$ cat src/rtl/vcrf_pkg.sv
// Shared types and codes for the video command register file.
`default_nettype none
package vcrf_pkg;

    // Bus operation carried by each input beat.
    typedef enum logic [1:0] {
        OP_READ  = 2'd0,
        OP_WRITE = 2'd1,
        OP_TICK  = 2'd2
    } t_op;

    // Command codes written to offset 0.
    typedef enum logic [7:0] {
        CMD_NOP        = 8'd0,
        CMD_CLEAR      = 8'd1,
        CMD_SET_MODE   = 8'd2,
        CMD_FONT_SEL   = 8'd3,
        CMD_BLIT       = 8'd4,
        CMD_FB_BASE    = 8'd5,
        CMD_VBLANK     = 8'd6,
        CMD_FONT_LOAD  = 8'd7,
        CMD_PAL_LOAD   = 8'd8,
        CMD_BG_COLOR   = 8'd9,
        CMD_FG_COLOR   = 8'd10,
        CMD_REG_CLEAR  = 8'd11,
        CMD_FB_SIZE    = 8'd12,
        CMD_PIX_DEPTH  = 8'd13,
        CMD_CB_BASE    = 8'd14,
        CMD_CB_SIZE    = 8'd15,
        CMD_CHAR_DEPTH = 8'd16,
        CMD_FONT_INFO  = 8'd17,
        CMD_MODE_INFO  = 8'd18,
        CMD_SCR_INFO   = 8'd19,
        CMD_CUR_SET    = 8'd20,
        CMD_CUR_CTL    = 8'd21,
        CMD_CUR_GET    = 8'd22
    } t_cmd;

    // Register window offsets.
    localparam logic [3:0] OFF_CMD = 4'd0;
    localparam logic [3:0] OFF_DH  = 4'd1;
    localparam logic [3:0] OFF_DM  = 4'd2;
    localparam logic [3:0] OFF_DL  = 4'd3;
    localparam logic [3:0] OFF_G0  = 4'd4;
    localparam logic [3:0] OFF_G1  = 4'd5;
    localparam logic [3:0] OFF_ST0 = 4'd12;
    localparam logic [3:0] OFF_ST1 = 4'd13;
    localparam logic [3:0] OFF_ST2 = 4'd14;
    localparam logic [3:0] OFF_ST3 = 4'd15;

    localparam int NUM_REGS = 16;

    // Status pattern for an unknown command.
    localparam logic [7:0] BAD_CMD_B0 = 8'hDE;
    localparam logic [7:0] BAD_CMD_B1 = 8'hAD;
    localparam logic [7:0] BAD_CMD_B2 = 8'hBE;
    localparam logic [7:0] BAD_CMD_B3 = 8'hEF;

    typedef struct packed {
        logic [1:0] op;
        logic [3:0] reg_offset;
        logic [7:0] write_data;
    } t_in_item;

    typedef struct packed {
        logic [7:0]  read_data;
        logic        vblank_irq;
        logic        clear_start;
        logic [7:0]  video_mode;
        logic [7:0]  bytes_per_char;
        logic [7:0]  bytes_per_pixel;
        logic [23:0] frame_base;
        logic [23:0] char_base;
        logic [15:0] frame_width;
        logic [15:0] frame_height;
        logic [7:0]  cells_wide;
        logic [7:0]  cells_high;
    } t_out_item;

endpackage
`default_nettype wire

$ cat src/rtl/vcrf_regs.sv
// Register window state and command execution for one bus beat.
`default_nettype none
module vcrf_regs #(
    parameter int SCREEN_W         = 640,
    parameter int SCREEN_H         = 480,
    parameter int FB_RESET_BASE    = 0,
    parameter int CB_RESET_BASE    = 0,
    parameter int MONO_MODE_CODE   = 0,
    parameter int CURSOR_RESET_CTL = 3
) (
    input  wire logic                i_clk,
    input  wire logic                i_rst_n,
    input  wire logic                i_en,
    input  wire vcrf_pkg::t_in_item  i_item,
    output vcrf_pkg::t_out_item      o_result
);

    localparam int CellW = (SCREEN_W / 8 < 1) ? 1 : ((SCREEN_W / 8 > 255) ? 255 : SCREEN_W / 8);
    localparam int CellH = (SCREEN_H / 16 < 1) ? 1 : ((SCREEN_H / 16 > 255) ? 255 : SCREEN_H / 16);
    localparam logic [7:0] MonoCode = 8'(MONO_MODE_CODE);

    logic [7:0]  r_bytes [vcrf_pkg::NUM_REGS];
    logic [7:0]  r_mode, r_char_depth, r_pix_depth, r_vblank_on, r_cur_ctl;
    logic [23:0] r_fb_base, r_cb_base;
    logic [15:0] r_fb_w, r_fb_h, r_cur_pos;
    logic [7:0]  r_cb_w, r_cb_h;

    logic [7:0]  n_bytes [vcrf_pkg::NUM_REGS];
    logic [7:0]  n_mode, n_char_depth, n_pix_depth, n_vblank_on, n_cur_ctl;
    logic [23:0] n_fb_base, n_cb_base;
    logic [15:0] n_fb_w, n_fb_h, n_cur_pos;
    logic [7:0]  n_cb_w, n_cb_h;

    logic        is_write, is_cmd, clr;
    logic [7:0]  rd;
    logic [15:0] size_w, size_h;

    always_comb begin
        n_bytes      = r_bytes;
        n_mode       = r_mode;
        n_char_depth = r_char_depth;
        n_pix_depth  = r_pix_depth;
        n_vblank_on  = r_vblank_on;
        n_cur_ctl    = r_cur_ctl;
        n_fb_base    = r_fb_base;
        n_cb_base    = r_cb_base;
        n_fb_w       = r_fb_w;
        n_fb_h       = r_fb_h;
        n_cur_pos    = r_cur_pos;
        n_cb_w       = r_cb_w;
        n_cb_h       = r_cb_h;
        clr          = 1'b0;
        size_w       = {r_bytes[vcrf_pkg::OFF_DH], r_bytes[vcrf_pkg::OFF_DM]};
        size_h       = {r_bytes[vcrf_pkg::OFF_G0], r_bytes[vcrf_pkg::OFF_G1]};

        is_write = (vcrf_pkg::t_op'(i_item.op) == vcrf_pkg::OP_WRITE);
        is_cmd   = is_write && (i_item.reg_offset == vcrf_pkg::OFF_CMD);
        rd       = (vcrf_pkg::t_op'(i_item.op) == vcrf_pkg::OP_READ)
                   ? r_bytes[i_item.reg_offset] : 8'd0;

        if (is_write && !is_cmd) begin
            n_bytes[i_item.reg_offset] = i_item.write_data;
        end

        if (is_cmd) begin
            unique case (vcrf_pkg::t_cmd'(i_item.write_data))
                vcrf_pkg::CMD_CLEAR: clr = 1'b1;
                vcrf_pkg::CMD_SET_MODE: begin
                    n_mode       = r_bytes[vcrf_pkg::OFF_DH];
                    n_char_depth = (r_bytes[vcrf_pkg::OFF_DH] == MonoCode) ? 8'd1 : 8'd2;
                end
                vcrf_pkg::CMD_FB_BASE: begin
                    n_fb_base = {r_bytes[vcrf_pkg::OFF_DH], r_bytes[vcrf_pkg::OFF_DM],
                                 r_bytes[vcrf_pkg::OFF_DL]};
                end
                vcrf_pkg::CMD_VBLANK: n_vblank_on = r_bytes[vcrf_pkg::OFF_DH];
                vcrf_pkg::CMD_REG_CLEAR: begin
                    for (int i = 0; i < vcrf_pkg::NUM_REGS; i++) begin
                        n_bytes[i] = 8'd0;
                    end
                end
                vcrf_pkg::CMD_FB_SIZE: begin
                    // zero keeps the old dimension
                    if (size_w != 16'd0) n_fb_w = size_w;
                    if (size_h != 16'd0) n_fb_h = size_h;
                end
                vcrf_pkg::CMD_PIX_DEPTH: n_pix_depth = r_bytes[vcrf_pkg::OFF_DH];
                vcrf_pkg::CMD_CB_BASE: begin
                    n_cb_base = {r_bytes[vcrf_pkg::OFF_DH], r_bytes[vcrf_pkg::OFF_DM],
                                 r_bytes[vcrf_pkg::OFF_DL]};
                end
                vcrf_pkg::CMD_CB_SIZE: begin
                    if (r_bytes[vcrf_pkg::OFF_DH] != 8'd0) n_cb_w = r_bytes[vcrf_pkg::OFF_DH];
                    if (r_bytes[vcrf_pkg::OFF_DM] != 8'd0) n_cb_h = r_bytes[vcrf_pkg::OFF_DM];
                end
                vcrf_pkg::CMD_CHAR_DEPTH: n_char_depth = r_bytes[vcrf_pkg::OFF_DH];
                vcrf_pkg::CMD_MODE_INFO: begin
                    n_bytes[vcrf_pkg::OFF_ST0] = r_mode;
                    n_bytes[vcrf_pkg::OFF_ST1] = r_char_depth;
                    n_bytes[vcrf_pkg::OFF_ST2] = r_pix_depth;
                    n_bytes[vcrf_pkg::OFF_ST3] = 8'd0;
                end
                vcrf_pkg::CMD_SCR_INFO: begin
                    n_bytes[vcrf_pkg::OFF_ST0] = 8'(SCREEN_W >> 8);
                    n_bytes[vcrf_pkg::OFF_ST1] = 8'(SCREEN_W);
                    n_bytes[vcrf_pkg::OFF_ST2] = 8'(SCREEN_H >> 8);
                    n_bytes[vcrf_pkg::OFF_ST3] = 8'(SCREEN_H);
                end
                vcrf_pkg::CMD_CUR_SET: begin
                    n_cur_pos = {r_bytes[vcrf_pkg::OFF_DM], r_bytes[vcrf_pkg::OFF_DL]};
                end
                vcrf_pkg::CMD_CUR_CTL: begin
                    n_cur_ctl                 = r_bytes[vcrf_pkg::OFF_DL];
                    n_bytes[vcrf_pkg::OFF_DH] = r_bytes[vcrf_pkg::OFF_DL];
                    n_bytes[vcrf_pkg::OFF_DM] = r_cur_pos[15:8];
                    n_bytes[vcrf_pkg::OFF_DL] = r_cur_pos[7:0];
                end
                vcrf_pkg::CMD_CUR_GET: begin
                    n_bytes[vcrf_pkg::OFF_DH] = r_cur_ctl;
                    n_bytes[vcrf_pkg::OFF_DM] = r_cur_pos[15:8];
                    n_bytes[vcrf_pkg::OFF_DL] = r_cur_pos[7:0];
                end
                // colour, font, blit and palette commands hold no state on this port
                vcrf_pkg::CMD_NOP, vcrf_pkg::CMD_FONT_SEL, vcrf_pkg::CMD_BLIT,
                vcrf_pkg::CMD_FONT_LOAD, vcrf_pkg::CMD_PAL_LOAD, vcrf_pkg::CMD_BG_COLOR,
                vcrf_pkg::CMD_FG_COLOR, vcrf_pkg::CMD_FONT_INFO: ;
                default: begin
                    n_bytes[vcrf_pkg::OFF_ST0] = vcrf_pkg::BAD_CMD_B0;
                    n_bytes[vcrf_pkg::OFF_ST1] = vcrf_pkg::BAD_CMD_B1;
                    n_bytes[vcrf_pkg::OFF_ST2] = vcrf_pkg::BAD_CMD_B2;
                    n_bytes[vcrf_pkg::OFF_ST3] = vcrf_pkg::BAD_CMD_B3;
                end
            endcase
        end
    end

    always_comb begin
        o_result.read_data       = rd;
        o_result.vblank_irq      = (vcrf_pkg::t_op'(i_item.op) == vcrf_pkg::OP_TICK)
                                   && (r_vblank_on != 8'd0);
        o_result.clear_start     = clr;
        o_result.video_mode      = n_mode;
        o_result.bytes_per_char  = n_char_depth;
        o_result.bytes_per_pixel = n_pix_depth;
        o_result.frame_base      = n_fb_base;
        o_result.char_base       = n_cb_base;
        o_result.frame_width     = n_fb_w;
        o_result.frame_height    = n_fb_h;
        o_result.cells_wide      = n_cb_w;
        o_result.cells_high      = n_cb_h;
    end

    always_ff @(posedge i_clk) begin
        if (!i_rst_n) begin
            for (int i = 0; i < vcrf_pkg::NUM_REGS; i++) begin
                r_bytes[i] <= 8'd0;
            end
            r_mode       <= MonoCode;
            r_char_depth <= 8'd1;
            r_pix_depth  <= 8'd4;
            r_vblank_on  <= 8'd0;
            r_cur_ctl    <= 8'(CURSOR_RESET_CTL);
            r_fb_base    <= 24'(FB_RESET_BASE);
            r_cb_base    <= 24'(CB_RESET_BASE);
            r_fb_w       <= 16'(SCREEN_W);
            r_fb_h       <= 16'(SCREEN_H);
            r_cur_pos    <= 16'd0;
            r_cb_w       <= 8'(CellW);
            r_cb_h       <= 8'(CellH);
        end else if (i_en) begin
            r_bytes      <= n_bytes;
            r_mode       <= n_mode;
            r_char_depth <= n_char_depth;
            r_pix_depth  <= n_pix_depth;
            r_vblank_on  <= n_vblank_on;
            r_cur_ctl    <= n_cur_ctl;
            r_fb_base    <= n_fb_base;
            r_cb_base    <= n_cb_base;
            r_fb_w       <= n_fb_w;
            r_fb_h       <= n_fb_h;
            r_cur_pos    <= n_cur_pos;
            r_cb_w       <= n_cb_w;
            r_cb_h       <= n_cb_h;
        end
    end

endmodule
`default_nettype wire

$ cat src/rtl/video_command_register_file_unit.sv
// Top level of the video command register file: input stage, register file, result stage.
//
//  channel | direction | handshake                 | payload
//  --------+-----------+---------------------------+---------------------------
//  in      | into unit | i_in_valid / o_in_stall   | i_in_item  (t_in_item)
//  out     | from unit | o_out_valid / i_out_stall | o_out_item (t_out_item)
//
// One beat per cycle sustained while the output is not stalled; a taken beat is registered in the
// input stage and its result in the result stage. The command decode and state update sit between
// the input and result registers. Reset (synchronous, active low) empties both stages and loads the
// default state. A stall on the output holds the result; the input stalls only when both stages are
// full and the output is stalled.
`default_nettype none
module video_command_register_file_unit #(
    parameter int SCREEN_W         = 640,
    parameter int SCREEN_H         = 480,
    parameter int FB_RESET_BASE    = 0,
    parameter int CB_RESET_BASE    = 0,
    parameter int MONO_MODE_CODE   = 0,
    parameter int CURSOR_RESET_CTL = 3
) (
    input  wire logic                i_clk,
    input  wire logic                i_rst_n,
    input  wire logic                i_in_valid,
    output logic                     o_in_stall,
    input  wire vcrf_pkg::t_in_item  i_in_item,
    output logic                     o_out_valid,
    input  wire logic                i_out_stall,
    output vcrf_pkg::t_out_item      o_out_item
);

    logic                r_in_valid;
    vcrf_pkg::t_in_item  r_in_item;
    logic                r_out_valid;
    vcrf_pkg::t_out_item r_out_item;
    vcrf_pkg::t_out_item result;
    logic                adv, take;

    assign adv        = r_in_valid && (!r_out_valid || !i_out_stall);
    assign o_in_stall = r_in_valid && r_out_valid && i_out_stall;
    assign take       = i_in_valid && !o_in_stall;

    vcrf_regs #(
        .SCREEN_W        (SCREEN_W),
        .SCREEN_H        (SCREEN_H),
        .FB_RESET_BASE   (FB_RESET_BASE),
        .CB_RESET_BASE   (CB_RESET_BASE),
        .MONO_MODE_CODE  (MONO_MODE_CODE),
        .CURSOR_RESET_CTL(CURSOR_RESET_CTL)
    ) u_regs (
        .i_clk   (i_clk),
        .i_rst_n (i_rst_n),
        .i_en    (adv),
        .i_item  (r_in_item),
        .o_result(result)
    );

    always_ff @(posedge i_clk) begin
        if (!i_rst_n) begin
            r_in_valid  <= 1'b0;
            r_out_valid <= 1'b0;
        end else begin
            if (take) begin
                r_in_valid <= 1'b1;
            end else if (adv) begin
                r_in_valid <= 1'b0;
            end
            if (adv) begin
                r_out_valid <= 1'b1;
            end else if (!i_out_stall) begin
                r_out_valid <= 1'b0;
            end
        end
        if (take) begin
            r_in_item <= i_in_item;
        end
        if (adv) begin
            r_out_item <= result;
        end
    end

    assign o_out_valid = r_out_valid;
    assign o_out_item  = r_out_item;

endmodule
`default_nettype wire

$ cat config.mk
export PLATFORM = sky130hd
export DESIGN_NAME = video_command_register_file_unit
export DESIGN_NICKNAME = d
export VERILOG_FILES = /design/src/rtl/vcrf_pkg.sv /design/src/rtl/vcrf_regs.sv /design/src/rtl/video_command_register_file_unit.sv
export SDC_FILE = /design/constraint.sdc
export NUM_CORES = 1
export LEC_CHECK = 0
export ABC_AREA = 0
export ABC_CLOCK_PERIOD_IN_PS = 6700
export BUFFER_PORTS_ARGS = -buffer_cell sky130_fd_sc_hd__buf_2
export CAP_MARGIN = 20
export CORE_MARGIN = 2
export CORE_UTILIZATION = 46
export CTS_CLUSTER_DIAMETER = 40
export DETAILED_ROUTE_END_ITERATION = 10
export GPL_TIMING_DRIVEN = 0
export RECOVER_POWER = 50
export SYNTH_ARGS = -nofsm -noshare
export SYNTH_HDL_FRONTEND = slang
export SYNTH_SLANG_ARGS = --single-unit
$ cat constraint.sdc
create_clock -name i_clk -period 6.7 [get_ports i_clk]
set_input_delay 0.335 -clock i_clk [delete_from_list [all_inputs] [get_ports i_clk]]
set_output_delay 0.335 -clock i_clk [all_outputs]
set_load 0.05 [all_outputs]
== Word level (Yosys, flattened, before mapping) ==
Index checks and enable logic that the tools add are counted.

* Register bits: 426
* Word-level logic and storage cells: 140

* Magnitude comparators: 2
* Equal/unequal tests: 25
* Multiplexer cells: 40
* Bitwise logic cells: 1
* Reduce and logical (&&, ||, !) cells: 27

{| class="wikitable"
|+ Operator list
! kind !! number
|-
| 128-bit two-way mux || 2
|-
| 128-bit bitwise mux || 1
|-
| 32-bit case mux with 4 select lines || 1
|-
| 8-bit two-way mux || 15
|-
| 16-bit two-way mux || 6
|-
| 24-bit two-way mux || 4
|-
| 24-bit case mux with 3 select lines || 1
|-
| 8-bit by 4-bit == test with 1-bit output, second input constant || 8
|-
| 64-bit two-way mux || 1
|-
| 8-bit by 5-bit == test with 1-bit output, second input constant || 7
|-
| 8-bit binary-select mux with 4-bit select || 1
|-
| 8-bit demux with 4-bit select || 1
|-
| 8-bit by 3-bit == test with 1-bit output, second input constant || 4
|-
| 16-bit nonzero test || 2
|-
| 8-bit nonzero test || 3
|-
| 20-bit OR reduction || 1
|-
| 8-bit by 2-bit == test with 1-bit output, second input constant || 2
|-
| 8-bit zero test || 2
|-
| 8-bit case mux with 2 select lines || 1
|-
| 3-bit AND reduction || 3
|-
| 8-bit by 1-bit == test with 1-bit output, second input constant || 1
|-
| 1-bit logical AND || 8
|-
| 5-bit greater-or-equal comparator, second input constant || 1
|-
| 5-bit by 1-bit < comparator with 1-bit output, second input constant || 1
|-
| other kinds (11) || 18
|}

== Longest topological paths before layout ==
* Depth in word-level cells: 9
* Gate-level depth with buffers: 9
* Mapped depth without buffers: 6

== Hierarchy ==
Synthesis repeated with hierarchy kept, for this count alone.

* Cells, all modules: 1,726
* Area, all modules: 18,308.8 µm²

{| class="wikitable"
|+ Modules (own cells, without submodules)
! module !! instances !! cells each !! area each (µm²) !! seq. area each (µm²)
|-
| vcrf_regs || 1 || 1,574 || 13,900.8 || 5,605.4
|-
| video_command_register_file_unit || 1 || 152 || 4,408.0 || 4,364.2
|}

== Worst setup path after synthesis ==
OpenSTA, ideal clock, no wires.

* Path type: register to register
* Start point: register r_out_valid, in the netlist o_out_valid
* End point: register u_regs.r_bytes[100] (netlist bit)
* Library setup time: 360 ps
* Arrival time: 5,438 ps
* Data required time: 6,340 ps
* Path slack: 902 ps
* Cell stages (with the launch flop): 8
* Buffers on the path: 4
* Period minus slack after synthesis: 5,798 ps
* Cell sequence: dfxtp_1 > a21bo_2 > buf_2 > inv_1 > buf_2 > clkbuf_1 > buf_1 > a311oi_1

* Longest elaborated chain between the ends: 3

{| class="wikitable"
|+ Ends and longest elaborated chain
! item !! RTL line !! RTL
|-
| from (decl) || video_command_register_file_unit.sv:34 || <nowiki>logic r_out_valid;</nowiki>
|-
| from (signal assigned) || video_command_register_file_unit.sv:61 || <nowiki>r_out_valid <= 1'b0;</nowiki>
|-
| from (signal assigned) || video_command_register_file_unit.sv:69 || <nowiki>r_out_valid <= 1'b1;</nowiki>
|-
| from (signal assigned) || video_command_register_file_unit.sv:71 || <nowiki>r_out_valid <= 1'b0;</nowiki>
|-
| 1-bit zero test || video_command_register_file_unit.sv:39 || <nowiki>assign adv = r_in_valid && (!r_out_valid || !i_out_stall);</nowiki>
|-
| 1-bit logical OR || video_command_register_file_unit.sv:39 ||
|-
| 1-bit logical AND || video_command_register_file_unit.sv:39 ||
|-
| net adv || video_command_register_file_unit.sv:37 || <nowiki>logic adv, take;</nowiki>
|-
| to (signal assigned) || vcrf_regs.sv:171 || <nowiki>r_bytes <= n_bytes;</nowiki>
|-
| to (decl) || vcrf_regs.sv:22 || <nowiki>logic [7:0] r_bytes [vcrf_pkg::NUM_REGS];</nowiki>
|}

The timed path passes the listed nets, and every way through them passes these cells.
A chain may end at the register's enable or synchronous reset.

== Final worst setup path ==
* Start point: input i_out_stall
* End point: register r_out_item, in the netlist o_out_item[72] (enable)

* Longest elaborated chain between the ends: 3

{| class="wikitable"
|+ Ends and longest elaborated chain
! item !! RTL line !! RTL
|-
| from (decl) || video_command_register_file_unit.sv:28 || <nowiki>input wire logic i_out_stall,</nowiki>
|-
| 1-bit zero test || -- ||
|-
| 1-bit logical OR || video_command_register_file_unit.sv:39 ||
|-
| 1-bit logical AND || video_command_register_file_unit.sv:39 ||
|-
| net adv || video_command_register_file_unit.sv:37 ||
|-
| to (signal assigned) || video_command_register_file_unit.sv:78 || <nowiki>r_out_item <= result;</nowiki>
|-
| to (decl) || video_command_register_file_unit.sv:35 || <nowiki>vcrf_pkg::t_out_item r_out_item;</nowiki>
|}

The timed path passes the listed nets, and every way through them passes these cells.

==> metrics.cfg <==
[logic_synthesis]
synth_xor_area_share_pct = 0
synth-simple-area-share_pct = 13.4
synthAdderAreaFrac_pct = 0
async_reset_ff_share_pct = 0
synth_compound_area_share_pct = 12.7
synth_area_per_cell_sq_um = 10.6
syn_area_sq_mm = 0.0183
yosys.area.top_type = dfxtp_1
synth.area.mux_share_pct = 15.7
ys_ff_latch = 426
ys_top_cells_by_area = dfxtp_1 31%, edfxtp_1 24%, mux2_2 6.3%
synth_cells = 1714
synth.yosys.seq_area_share_pct = 54.6
ys.flop_type = dfxtp_1
synth.net_count = 1732
yosys_warnings = 0
synth_edf_count = 144
synthMostInstantiatedCell = dfxtp_1
ys_types = 62
synthTopCellsByCount = 282 x dfxtp_1, 279 x nand2_1, 159 x a21oi_1, 144 x edfxtp_1
synth_top_family_by_area = multiplexers
synth.top_cell.area_share_pct = 30.9

[routing]
drt_first_pass_iters = 5
vias = 14700
drc = 0
drt_iter0_drc = 1308
ant_nets = 0
postRouteWirelength_um = 57300
wire_per_inst_um = 22.9
viasPerCell = 5.87

[power]
power_density_mw_per_mm2 = 284
p_leak_uw = 0.00747
ir_drop_mv = 0.190

[floorplanning]
die_area_sq_mm = 0.0413
fp-row-count = 72
initial_utilization_pct = 46.9
dieHeight_um = 203
coreArea_sq_mm = 0.0389
die_w_um = 203
ios = 150

[critical_path]
cp_slowest_stage_delay_ns = 1.28
worst_ep_arrival_time_ns = 4.60
path_buf_inv = 9
cpLargestDelayFamily = buffers and inverters
path_cells = dlygate4sd3_1 > clkbuf_1 > a21bo_2 > clkbuf_1 > inv_1 > clkbuf_1 > clkbuf_1 > clkbuf_1 > buf_12 > buf_16
required_ns = 7.01
end_kind = register
crit_slowest_cell = clkbuf_1
crit_fanout = 30
startpoint_type = input port
path_class = input port to register
cpMostUsedCell = clkbuf_1

[sta]
skew_ns = 0.0179
whs_ns = 0.428
finalCritPeriodShare_pct = 64.0
final_max_slew_viol_count = 40
setup_violations = 0
tightest_slew_ns = 2.17
setup_tns_ns = 0
final_hold_viol_count = 0
clock.fmax_mhz = 233
setup_ws_ns = 2.41
rsz0062_at_grt = false
period_needed_ns = 4.29
maxSlewHeadroom_pct = -45.8

[placed_design]
io_buffer_count = 149
dp_hpwl_um = 40000
place_congestion = 0.957
dpl_worst_slack_ns = 3.00

[cts]
tritoncts = done
root_buffer = clkbuf_16
clk_pin_slew_ns = 0.05
clock_latency_ns = 0.61
clock_path_buffers = 3
cts_buffers = 56
clock-sinks = 426
cts_resized = 0
htreeDepth = 2

[global_route]
grt_pass1_wl_um = 86000
grt_pass1_vias = 14000
gr-total-overflow = 0
grt.total_usage_pct = 27.5
grt_max_degree = 36
antenna_found_initial = 0

[status]
violations = capacitance limit, slew limit
status = finished, violations left

[worst_hold_path]
hold_path.class = input port to register

[cells_and_area]
drive_above_1_share_pct = 14.8
layout.nets = 1960
n_antenna_cell = 0
area_delta_synth_final_pct = 18.4

[job]
drv_cap = 3

final timing paths:
kind / start / end / slack (ns) / cells past startpoint
min reg2reg: u_regs.r_fb_base[10]$_SDFFE_PN0P_ / u_regs.r_fb_base[10]$_SDFFE_PN0P_ / 0.45 / 2
min: i_in_item[11] / r_in_item[11]$_DFFE_PP_ / 0.43 / 2
max: i_out_stall / o_out_item[72]$_DFFE_PP_ / 2.41 / 10
max reg2reg: r_in_valid$_SDFFE_PN0P_ / o_out_item[72]$_DFFE_PP_ / 2.44 / 8
stage by stage:
step | std cells | area [sq um] | power [uW] | util, %
after CTS | 2507 | 21900 | 6180 | 56.2
after detailed placement | 2386 | 19800 | 3120 | 50.8
after floorplan | 1714 | 18300 | 3010 | -
after global placement | 2381 | 19600 | 3120 | 50.5
after global routing | 2507 | 21600 | 6300 | 55.5
final | 2507 | 21600 | 6140 | 55.5
per-layer routing:
layer	up-vias	GRT usage [%]	part of all wire, %
met3	147	5.21	8.3
met4	0	12.1	4.2
li1	6723	-	-
met5	-	0	0
met2	664	42.8	45
met1	7193	37.6	42
power by group:
| group | leakage, uW | total (uW) | internal, uW | switching, uW |
|---|---|---|---|---|
| sequential | 0.00361 | 2730 | 2710 | 20.5 |
| combinational | 0.00292 | 343 | 76.7 | 267 |
| clock | 0.000934 | 3070 | 1850 | 1220 |
| total | 0.00747 | 6140 | 4630 | 1510 |
layout make-up:
cell class | count | area [sq um]
flip-flops and latches | 426 | 9970
multi-input cells | 1132 | 7570
clock inverters | 40 | 429
well taps | 518 | 648
clock buffers | 65 | 1520
repair buffers | 170 | 837
fillers | 3524 | 17300
plain buffers | 152 | 618
inverters | 4 | 15.0
sequential cells by signal, summed over array words and instances (netlist names), 14 cells and up:
| register | cells |
|---|---|
| u_regs.r_fb_h | 16 |
| u_regs.r_cur_pos | 16 |
| r_in_item | 14 |
| u_regs.r_fb_base | 24 |
| o_out_item | 130 |
| u_regs.r_bytes | 128 |
| u_regs.r_fb_w | 16 |
| u_regs.r_cb_base | 24 |
placed cells by master, fill, tap and decap left out, drive strengths merged, types with 14 or more instances in the layout:
| cell type | instances |
|---|---|
| mux4 | 40 |
| dlygate4sd3 | 16 |
| mux2 | 102 |
| nand3 | 62 |
| a22o | 22 |
| mux2i | 82 |
| o22ai | 25 |
| buf | 53 |
| a311oi | 17 |
| nor4 | 14 |
| inv | 17 |
| nor2 | 99 |
| clkbuf | 318 |
| a22oi | 21 |
| o21ai | 64 |
| edfxtp | 144 |
| a21oi | 159 |
| dfxtp | 282 |
| nand2 | 281 |
| a211oi | 16 |
cell families after synthesis:
group	after synthesis
compound gates	371
buf+inv	156
flops	426
mux	224
simple gates	537
repair_timing:
item	in CTS	in global routing
endpoints found under the hold margin	16	0
buffers inserted	0	0
hold buffers	16	0
Note: power is estimated with default switching activity, not from simulation.
